**config.mk**
```make
export PLATFORM = sky130hd
export DESIGN_NAME = tdl_unit
export DESIGN_NICKNAME = d
export VERILOG_FILES = /design/src/rtl/tdl_pkg.sv /design/src/rtl/tdl_unit.sv
export SDC_FILE = /design/constraint.sdc
export NUM_CORES = 1
export LEC_CHECK = 0
export ABC_CLOCK_PERIOD_IN_PS = 3300
export BUFFER_PORTS_ARGS = -buffer_cell sky130_fd_sc_hd__buf_2
export CORE_ASPECT_RATIO = 1.2
export CORE_MARGIN = 4
export CORE_UTILIZATION = 49
export DETAILED_ROUTE_END_ITERATION = 12
export PLACE_DENSITY = 0.9
export SLEW_MARGIN = 20
export SYNTH_ARGS = -nofsm -noshare
export SYNTH_HDL_FRONTEND = slang
export SYNTH_SLANG_ARGS = --single-unit
```
**constraint.sdc**
```tcl
create_clock -name vclk -period 3.3
set_input_delay 0.165 -clock vclk [all_inputs]
set_output_delay 0.165 -clock vclk [all_outputs]
set_load 0.05 [all_outputs]
```
**src/rtl/tdl_pkg.sv**
```systemverilog
// Package for the tree distance / lowest common ancestor core.
// Holds field widths, the transfer structs, the opcode and state enums and unit structs.
// Has no dependencies; the core and tdl_unit import it, tdl_ram does not.
`default_nettype none

package tdl_pkg;

  localparam int unsigned NODE_W          = 10;
  localparam int unsigned DEPTH_W         = 10;
  localparam int unsigned DIST_W          = 11;
  localparam int unsigned SUM_W           = DIST_W + 1;
  localparam int unsigned MAX_LIFT_LEVELS = 18;
  localparam int unsigned LVL_IDX_W       = 5;
  localparam int unsigned STEP_W          = MAX_LIFT_LEVELS + 1;

  localparam int unsigned DEF_MAX_NODES   = 1024;
  localparam int unsigned DEF_LIFT_LEVELS = 10;

  localparam logic [DEPTH_W-1:0] DEPTH_MAX = {DEPTH_W{1'b1}};

  typedef enum logic {
    OP_LOAD  = 1'b0,
    OP_QUERY = 1'b1
  } tdl_op_e;

  typedef struct packed {
    tdl_op_e           operation;
    logic [NODE_W-1:0] node_a;
    logic [NODE_W-1:0] node_b;
  } tdl_in_t;

  typedef struct packed {
    logic [NODE_W-1:0] common_ancestor;
    logic [DIST_W-1:0] distance;
  } tdl_out_t;

  typedef enum logic [3:0] {
    S_IDLE,
    S_LD_ROOT,
    S_LD_LVL,
    S_Q_DB,
    S_Q_ORD,
    S_P1_CHK,
    S_P1_ANC,
    S_P1_DEP,
    S_P1_END,
    S_P2_RV,
    S_P2_CMP,
    S_P2_PAR,
    S_C_DEP,
    S_OUT
  } tdl_state_e;

  typedef struct packed {
    logic [DEPTH_W-1:0]   depth_u;
    logic [DEPTH_W-1:0]   depth_v;
    logic [LVL_IDX_W-1:0] lvl;
    logic [NODE_W-1:0]    node_x;
    logic [NODE_W-1:0]    node_y;
    logic [DEPTH_W-1:0]   depth_a;
    logic [DEPTH_W-1:0]   depth_b;
    logic [DEPTH_W-1:0]   depth_c;
  } tdl_unit_in_t;

  typedef struct packed {
    logic               lift_ok;
    logic               nodes_equal;
    logic [DEPTH_W-1:0] depth_next;
    logic [DIST_W-1:0]  distance;
  } tdl_unit_out_t;

endpackage

`default_nettype wire

```
**src/rtl/tdl_unit.sv**
```systemverilog
// Shared compare and arithmetic unit of the core: lift test, node compare,
// saturating depth increment and path length. Depends on tdl_pkg.
`default_nettype none

module tdl_unit (
  input  tdl_pkg::tdl_unit_in_t  unit_i,
  output tdl_pkg::tdl_unit_out_t unit_o
);
  import tdl_pkg::*;

  logic [STEP_W-1:0] step;
  logic [SUM_W-1:0]  sum_ab;
  logic [SUM_W-1:0]  twice_c;

  // A lift by 2^lvl is allowed when the lifted node stays at or below the other one.
  assign step = STEP_W'(1) << unit_i.lvl;
  assign unit_o.lift_ok = STEP_W'(unit_i.depth_u) >= (STEP_W'(unit_i.depth_v) + step);

  assign unit_o.nodes_equal = (unit_i.node_x == unit_i.node_y);

  assign unit_o.depth_next = (unit_i.depth_u == DEPTH_MAX) ? DEPTH_MAX
                                                           : unit_i.depth_u + DEPTH_W'(1);

  // Inconsistent tables could make the path length negative; it is clamped to zero.
  assign sum_ab  = SUM_W'(unit_i.depth_a) + SUM_W'(unit_i.depth_b);
  assign twice_c = {1'b0, unit_i.depth_c, 1'b0};
  assign unit_o.distance = (sum_ab < twice_c) ? '0 : DIST_W'(sum_ab - twice_c);

endmodule

`default_nettype wire
```
==> metrics <==
outcome=finished, violations left; failing checks=negative setup slack; Yosys cell types=43; largest net degree at the start of global routing=10; Wirelength per Cell=15.3 µm; TritonRoute pass-1 iters=4; Max Transition Viols Final=0; Seq/Total Area, Yosys=0%; Hold EP=unit_o[1]; Post-Syn Area=1920 µm²; Setup crit start kind=primary input; initial DRC count=77; die area=4980 µm²; Die W=65.1 µm; Final HPWL DP=4680 µm; Post-Syn Nets=380; critical path's slowest cell=fa_2; Area contributors post-synth=ha_1 (27%), xnor2_1 (10%), xor2_1 (6.4%); Via-to-Cell Ratio=5.54; gpl congestion=0.828; Antenna Cells=0; RSZ-0062 raised after global routing=yes; Setup-failing EPs final=11; crit path kind=primary input to output pin; pre-CTS WS=-47.6 ps; sequential power share=0%; Critical Path AT=3200 ps; overall global routing resource usage=21.0%; Hold Vio Cnt, Final=0; Reg area=0 µm²; CP Capture Type=output pin; leakage=1.45 nW; fmax=0.297 GHz; Buf/Inv on CP=3; first-pass GRT wire length=9030 µm; Buffers on Ports=98; area leader, netlist=ha_1; final core occ=76.9%; placed insts=422; WL met1=2320 µm; post-layout worst setup margin=-62.9 ps; cells along the critical path=buf_6 -> ha_4 -> fa_2 -> a21o_1 -> a21oi_2 -> nand2b_4 -> nand2b_4 -> a21oi_4 -> xnor2_2 -> ha_2 -> o21a_1 -> o21a_1 -> nor2_2 -> a21oi_2 -> a21boi_4 -> clkbuf_16 -> a211oi_2 -> buf_6; CP delay by family, top=compound AO/OA/AOI/OAI gates; DRC=0; min cycle time layout=3360 ps; synthesized area per cell=7.35 µm²; vias in the first global route=2,311; clock buffer count=0; Max VDD drop=346 µV; Initial Utilization=51.9%; Worst Path Max Fanout=4; Filler Cell Count=256; overall power=883 µW; initial antenna violation count=0; most frequent cells after synthesis=ha_1 (41), nor2_1 (24), xnor2_1 (22); grt total ovfl=0; cell row count=24; Synth Warn #=0; Max Used Layer=met4; internal cell power=372 µW; met3 WL=412 µm; share of the synthesized area in the top cell type=26.7%; worst hold path depth=4; worst stage delay on the critical path=370 ps; Gate power share=100.0%; Final #Nets=497; seq_cells=0; total routed wirelength=6540 µm; Tcrit/Tclk final=102%; Mapped Cells=261; Slew HR=74.7%; power share of the clock group=0%; path category of the worst min-delay check=primary input to output pin; Die Height=76.5 µm; switch share=57.9%; Sw Pwr=511 µW; Worst Max-Slew Pin Slew=373 ps; Critical Path RT=3130 ps; P&R area growth vs syn=48.1%; hold path startpoint=unit_i[0]; vias=2,371; met2 wire len=3570 µm; I/O pin total=98; Max-Cap Viols=0; CORE AREA=3690 µm²; Multi-input gate area=1970 µm²; most frequent cell after synthesis=ha_1; post-route ant nets=0; non-filler instance count after layout=428; Power Density=311 nW/µm²; share of cells above drive strength 1=40.2%
[cells in the final DEF (no fill, tap or decap), drive strengths merged]
cell,count
buf,115
ha,41
nor2,24
xnor2,22
nand2,21
inv,17
a21oi,16
o21ai,16
xor2,14
nand2b,11
nand3,9
o21a,8
nor3,7
a21o,6
nor2b,6
a211oi,6
and2,3
and3,3
nand4,3
nor4,3
o211ai,3
fa,3
a31oi,2
o21bai,2
or3,2
clkbuf,2
o221ai,1
a21boi,1
o2111ai,1
nand3b,1
or2,1
o311ai,1
mux2i,1
o31a,1
o31ai,1
o41ai,1
a2111oi,1
[cell families (layout without fill, tap and decap cells)]
logic type,count (synthesis),in the layout,share of synthesized area (%)
AOI/OAI and AO/OA,67,67,25.3
xor gates and xnor gates,36,36,16.4
adders and majority gates,44,44,29.9
buffers and inverters,19,134,3.78
muxes,1,1,0.522
and+or+nand+nor,94,94,24.1
[how the worst max path moves through the flow]
stage / from / endpoint / slack (ps) / cells after the start
2_1_floorplan: unit_i[10] / unit_o[0] / -70 / 15
6_report: unit_i[20] / unit_o[7] / -60 / 18
4_1_cts: unit_i[10] / unit_o[6] / 6 / 18
5_1_grt: unit_i[20] / unit_o[7] / -210 / 18
3_5_place_dp: unit_i[10] / unit_o[3] / -50 / 18
3_3_place_gp: unit_i[10] / unit_o[5] / 40 / 18
[worst min-delay path: cells and delay by family]
kind / cells / cell delay [ps]
AND/OR/NAND/NOR: 1 / 50
adder cells (fa/ha/maj): 1 / 130
buffers and inverters: 2 / 220
[layer usage]
layer / global-route usage (%) / up-vias
met5: 0 / -
met4: 3.11 / 0
met3: 0.885 / 24
met2: 44.9 / 94
met1: 21.6 / 1083
li1: - / 1170
[timing repair]
action	CTS	global route
pin swaps	1	12
gates cloned	0	1
hold buffers	0	0
endpoints found under the hold margin	0	0
setup endpoints to repair	10	12
buffers inserted	0	5
resized for setup	9	45
[layout make-up]
type	count	share of cell area (%)
Tap cell	52	2.29
Multi-Input combinational cell	242	69.3
Timing Repair Buffer	117	26.2
Inverter	17	2.25
[through the flow]
| stage | area [µm²] | hold WS (ps) | setup TNS [ps] |
|---|---|---|---|
| final | 2840 | 732 | -385 |
| after global routing | 2840 | 765 | -1690 |
| after CTS | 2620 | 746 | 0 |
| after detailed placement | 2590 | 745 | -206 |
| after global placement | 2590 | 739 | 0 |
| after floorplan | 1930 | 598 | -355 |
[power groups by stage]
stage / sequential, mW / combinational (mW) / clock (mW)
2_1_floorplan: 0 / 0.523 / 0
3_3_place_gp: 0 / 0.712 / 0
3_5_place_dp: 0 / 0.730 / 0
4_1_cts: 0 / 0.750 / 0
5_1_grt: 0 / 0.949 / 0
6_report: 0 / 0.883 / 0
(Power assumes the default switching activity.)
